$ cat config.mk
export PLATFORM = sky130hd
export DESIGN_NAME = rrd_isqrt_pipe
export DESIGN_NICKNAME = d
export VERILOG_FILES = /design/src/reflect_refract_direction_top_assert.svh /design/src/rrd_isqrt_pipe.sv
export SDC_FILE = /design/constraint.sdc
export NUM_CORES = 2
export LEC_CHECK = 0
export BUFFER_PORTS_ARGS = -buffer_cell sky130_fd_sc_hd__clkbuf_2
export CAP_MARGIN = 5
export CORE_UTILIZATION = 50
export CTS_CLUSTER_SIZE = 14
export DETAILED_ROUTE_END_ITERATION = 7
export PLACE_DENSITY = 0.65
export SYNTH_ARGS = -nofsm -noshare
export SYNTH_HDL_FRONTEND = slang
export SYNTH_MEMORY_MAX_BITS = 65536
export SYNTH_SLANG_ARGS = --single-unit
$ cat constraint.sdc
create_clock -name clk_i -period 8.17 [get_ports clk_i]
set_clock_uncertainty 0.05 [all_clocks]
set_input_delay 0.4085 -clock clk_i [delete_from_list [all_inputs] [get_ports clk_i]]
set_output_delay 0.4085 -clock clk_i [all_outputs]
set_load 0.05 [all_outputs]
$ cat src/reflect_refract_direction_top_assert.svh
// Assertion macros used by the reflect/refract direction top level.
`ifndef REFLECT_REFRACT_DIRECTION_TOP_ASSERT_SVH
`define REFLECT_REFRACT_DIRECTION_TOP_ASSERT_SVH

// A property that must hold at every clock edge outside reset.
`define RRD_ASSERT(label, prop) \
  label: assert property (@(posedge clk_i) disable iff (!rst_ni) (prop)) \
    else $error("reflect/refract direction assertion failed");

// An implication checked at every clock edge outside reset.
`define RRD_ASSERT_IMP(label, ante, cons) \
  label: assert property (@(posedge clk_i) disable iff (!rst_ni) (ante) |-> (cons)) \
    else $error("reflect/refract direction implication failed");

`endif

$ cat src/rrd_isqrt_pipe.sv
// Pipelined integer square root, one result bit per register stage.
`timescale 1ns / 1ps
`default_nettype none

module rrd_isqrt_pipe #(
  parameter int unsigned Width = 64,
  parameter int unsigned SideW = 1
) (
  input  wire logic                 clk_i,
  input  wire logic                 rst_ni,
  input  wire logic                 en_i,
  input  wire logic                 valid_i,
  input  wire logic [Width-1:0]     x_i,
  input  wire logic [SideW-1:0]     side_i,
  output logic                      valid_o,
  output logic [Width/2-1:0]        root_o,
  output logic [SideW-1:0]          side_o
);

  localparam int unsigned Steps = Width / 2;

  logic [Width-1:0] x_q    [Steps];
  logic [Width-1:0] r_q    [Steps];
  logic             v_q    [Steps];
  logic [SideW-1:0] side_q [Steps];

  for (genvar k = 0; k < Steps; k++) begin : g_step
    localparam logic [Width-1:0] Bit = Width'(1) << (Width - 2 - 2 * k);
    logic [Width-1:0] x_in, r_in, x_d, r_d;
    logic             v_in;
    logic [SideW-1:0] s_in;

    if (k == 0) begin : g_first
      assign x_in = x_i;
      assign r_in = '0;
      assign v_in = valid_i;
      assign s_in = side_i;
    end else begin : g_next
      assign x_in = x_q[k-1];
      assign r_in = r_q[k-1];
      assign v_in = v_q[k-1];
      assign s_in = side_q[k-1];
    end

    always_comb begin
      if (x_in >= r_in + Bit) begin
        x_d = x_in - (r_in + Bit);
        r_d = (r_in >> 1) + Bit;
      end else begin
        x_d = x_in;
        r_d = r_in >> 1;
      end
    end

    always_ff @(posedge clk_i or negedge rst_ni) begin
      if (!rst_ni) begin
        v_q[k] <= 1'b0;
      end else if (en_i) begin
        v_q[k] <= v_in;
      end
    end

    always_ff @(posedge clk_i) begin
      if (en_i) begin
        x_q[k]    <= x_d;
        r_q[k]    <= r_d;
        side_q[k] <= s_in;
      end
    end
  end

  assign valid_o = v_q[Steps-1];
  assign root_o  = r_q[Steps-1][Width/2-1:0];
  assign side_o  = side_q[Steps-1];

endmodule

`default_nettype wire

==> out/results.tsv <==
metric	value	unit
clk_pin_slew	60	ps
antenna_found_initial	19	
cp_slowest_stage_delay	1100	ps
cpMaxStageDelayCell	o31ai_1	
synthXorXnorAreaFrac	0.0629	
num_rows	182	
start_kind	flop	
ys_async_sr_fraction	0.0124	
place.port_buffers	102	
drc_errors	0	
cts-resized-gates	0	
critPathCaptureType	flop	
clockBufferDepth	4	
path_common_cell	inv_1	
muxShareOfSynthArea	0.0102	
sequentialPowerShare	0.462	
setup_viol	0	
crit_arrival	5300	ps
chipWidth	499	µm
yosysUniqueCellTypes	101	
numCtsBuffers	296	
status	complete, no violations	
r2r_end	x_q[1][591]	
synthToLayoutAreaGrowth	11.7	%
synth_top_flop_cell	edfxtp_1	
dp_hpwl	239	mm
place_congestion	0.956	
switching_share	0.294	
via_per_inst	5.89	
nets	10700	
die-area	249000	µm²
p_sw	11.6	mW
vias	79900	
slew_headroom	0.0451	
drive_gt1_frac	0.0747	
final.period_utilization	0.590	
wl_met1	141	mm
synth_top_family_by_area	simple AND/OR/NAND/NOR gates	
hp-class	in2async	
clockPowerShare	0.329	
grt_pass1_wl	475	mm
synth_area	123000	µm²
ff_latch_area	77200	µm²
cp.required	8650	ps
tightest_slew	1420	ps
reg2reg_depth	9	
synth-compound-area-share	0.0948	
grt_max_degree	181	
grt.overflow.total	0	
fmax	0.207	GHz
antenna_left	0	
multi_input_area	42800	µm²
hold_viol_final	0	
cap_viol_max_count	0	
ios	103	
synth_edf_count	2544	
dr.first_iter.drc_count	7523	
wl_per_cell	23.4	µm
crit_path_cell_trace	inv_1, ha_1, and2_1, nand4_1, nor3_1, a2111oi_0, o2111ai_4, inv_1, o31ai_1	
synthAdderAreaFrac	0.0566	
ctsHoldBuffers	69	
numClockSinks	2576	
grt_pass1_vias	77100	
core_area	246000	µm²
pwr-share-comb	0.209	
routed-wl-met3	17.8	mm
path_delay_family	compound AO/OA/AOI/OAI gates	
p_leak	51.8	nW
tns	0	ps
finalWirelength	318	mm
cts_tree	yes	
top_layer	met5	
n_fill_cell	19800	
ys_ff_latch	2576	
rr_startpoint	r_q[1][537]	
gr-usage-all-layers	0.251	
powerDensity	286	nW/µm²
initial_core_util	0.502	
peakVddDrop	229	µV
period_minus_slack	4820	ps
ys_seq_area_frac	0.625	
clk_latency	990	ps
post_cts_buffers	0	
root_buffer	clkbuf_16	
p_int	27.9	mW
dr.pass1.iters	7	
path_buf_inv	2	
slew_viol_final	0	
synthCells	9794	
yosysWarningCount	0	
reg2reg_slack	3350	ps
rsz0062_at_grt	false	
die_y	499	µm
synthSimpleGateAreaFrac	0.122	
synth_nets	10400	
wl_met2	150	mm
critPathMaxFanout	17	
synth.avg_cell_area	12.6	µm²
cts_max_level	5	
total_power	39.5	mW
worstSetupPathType	reg2reg	
==> placed cells by master (no fill, tap or decap), types with 37 or more instances in the layout <==
cell type and n:
o21bai_1 37, o31ai_1 41, edfxtp_1 2544, nand2_1 573, buf_4 43, a21o_1 252, clkbuf_2 101, nand4_1 177
or4_1 70, xor2_1 387, nand3b_1 39, and3_1 51, nor4_1 337, inv_1 708, clkbuf_16 298, nand3_1 180
clkinv_2 47, o21ai_0 384, a21oi_1 649, or3_1 82, a211oi_1 53, a31oi_1 66, clkinv_1 48, o21a_1 108
nor2b_1 81, dlygate4sd3_1 69, nor2_1 672, mux2_2 104, nor4b_1 65, nor3_1 254, nand2b_1 93, clkbuf_1 47
xnor2_1 499, ha_1 558
==> worst max-delay path by stage <==
stage / startpoint / to / slack (ps) / depth (start not counted)
3_3_place_gp: r_q[1][537] / x_q[1][591] / 3460 / 9
6_report: r_q[1][537] / x_q[1][591] / 3350 / 9
5_1_grt: x_q[1][785] / x_q[1][856] / 3120 / 12
4_1_cts: x_q[1][564] / x_q[1][597] / 3440 / 7
2_1_floorplan: x_q[1][739] / x_q[1][812] / 4740 / 12
3_5_place_dp: x_q[1][564] / x_q[1][597] / 3470 / 7
==> cell usage after synthesis, types with 24 or more instances <==
library cell  count  area [µm²]
a2111oi_0        24         210
a211oi_1         54         405
a21boi_0         34         255
a21o_1          252        1890
a21oi_1         650        3250
a31oi_1          66         413
and2_1           34         213
and3_1           51         319
and4_1           31         272
buf_2            30         150
clkbuf_1        140         526
dfrtp_1          32         801
edfxtp_1       2544       76400
ha_1            558        6980
inv_1           708        2660
mux2_2          104        1170
nand2_1         573        2150
nand2b_1         93         582
nand3_1         181         906
nand3b_1         39         293
nand4_1         177        1110
nand4b_1         32         280
nor2_1          672        2520
nor2b_1          81         507
nor3_1          256        1280
nor4_1          338        2110
nor4b_1          65         569
o211ai_1         34         255
o21a_1          108         811
o21ai_0         384        1920
o21bai_1         37         278
o31ai_1          41         308
or2_2            32         200
or3_1            82         513
or4_1            70         526
xnor2_1         499        4370
xor2_1          387        3390
==> layout make-up <==
cell class                 instances  area share
timing repair buffer             225      0.0127
sequential                      2576       0.560
antenna                           13    0.000236
clock buffer                     345      0.0554
multi-input combinational       6306       0.310
tap                             3220      0.0292
inverter                         712      0.0194
clock inverter                   164      0.0128
==> state kept, by name (all words and copies together), names as in the netlist <==
signal,flops
x_q,1984
r_q,528
side_q,32
g_step.v_in,31
valid_o,1
==> metal layers <==
metal / global-route usage / vias to the layer above
met3: 0.0343 / 510
met1: 0.350 / 39400
met4: 0.0793 / 8
met2: 0.407 / 2511
met5: 0 / -
li1: - / 37400
==> per-stage QoR <==
step	instances	cell area, µm²	hold slack [ps]	setup slack, ps	util
floorplan	9794	123000	62.9	4740	-
global placement	13000	128000	351	3460	0.520
detailed placement	13000	128000	356	3470	0.520
CTS	13500	138000	32.0	3440	0.561
global route	13600	138000	62.9	3120	0.561
finish	13600	138000	101	3350	0.561
==> power by group through the flow <==
stage,Combinational [mW],Clock [mW],Sequential (mW)
floorplan,5.94,0,17.8
global placement,8.01,0,18.5
detailed placement,8.08,0,18.5
CTS,8.18,13.2,18.2
global route,9.10,13.7,18.4
finish,8.27,13.0,18.2
==> logic make-up (layout without fill, tap and decap cells) <==
kind of cell,count (synthesis),in the layout
AO/OA/AOI/OAI,1872,1872
XOR/XNOR,886,886
adder cells (fa/ha/maj),558,558
buffers and inverters,912,1446
flip-flops,2576,2576
multiplexers,113,113
other,0,13
AND/OR/NAND/NOR,2877,2877
Power figures use the tool's default switching activity.
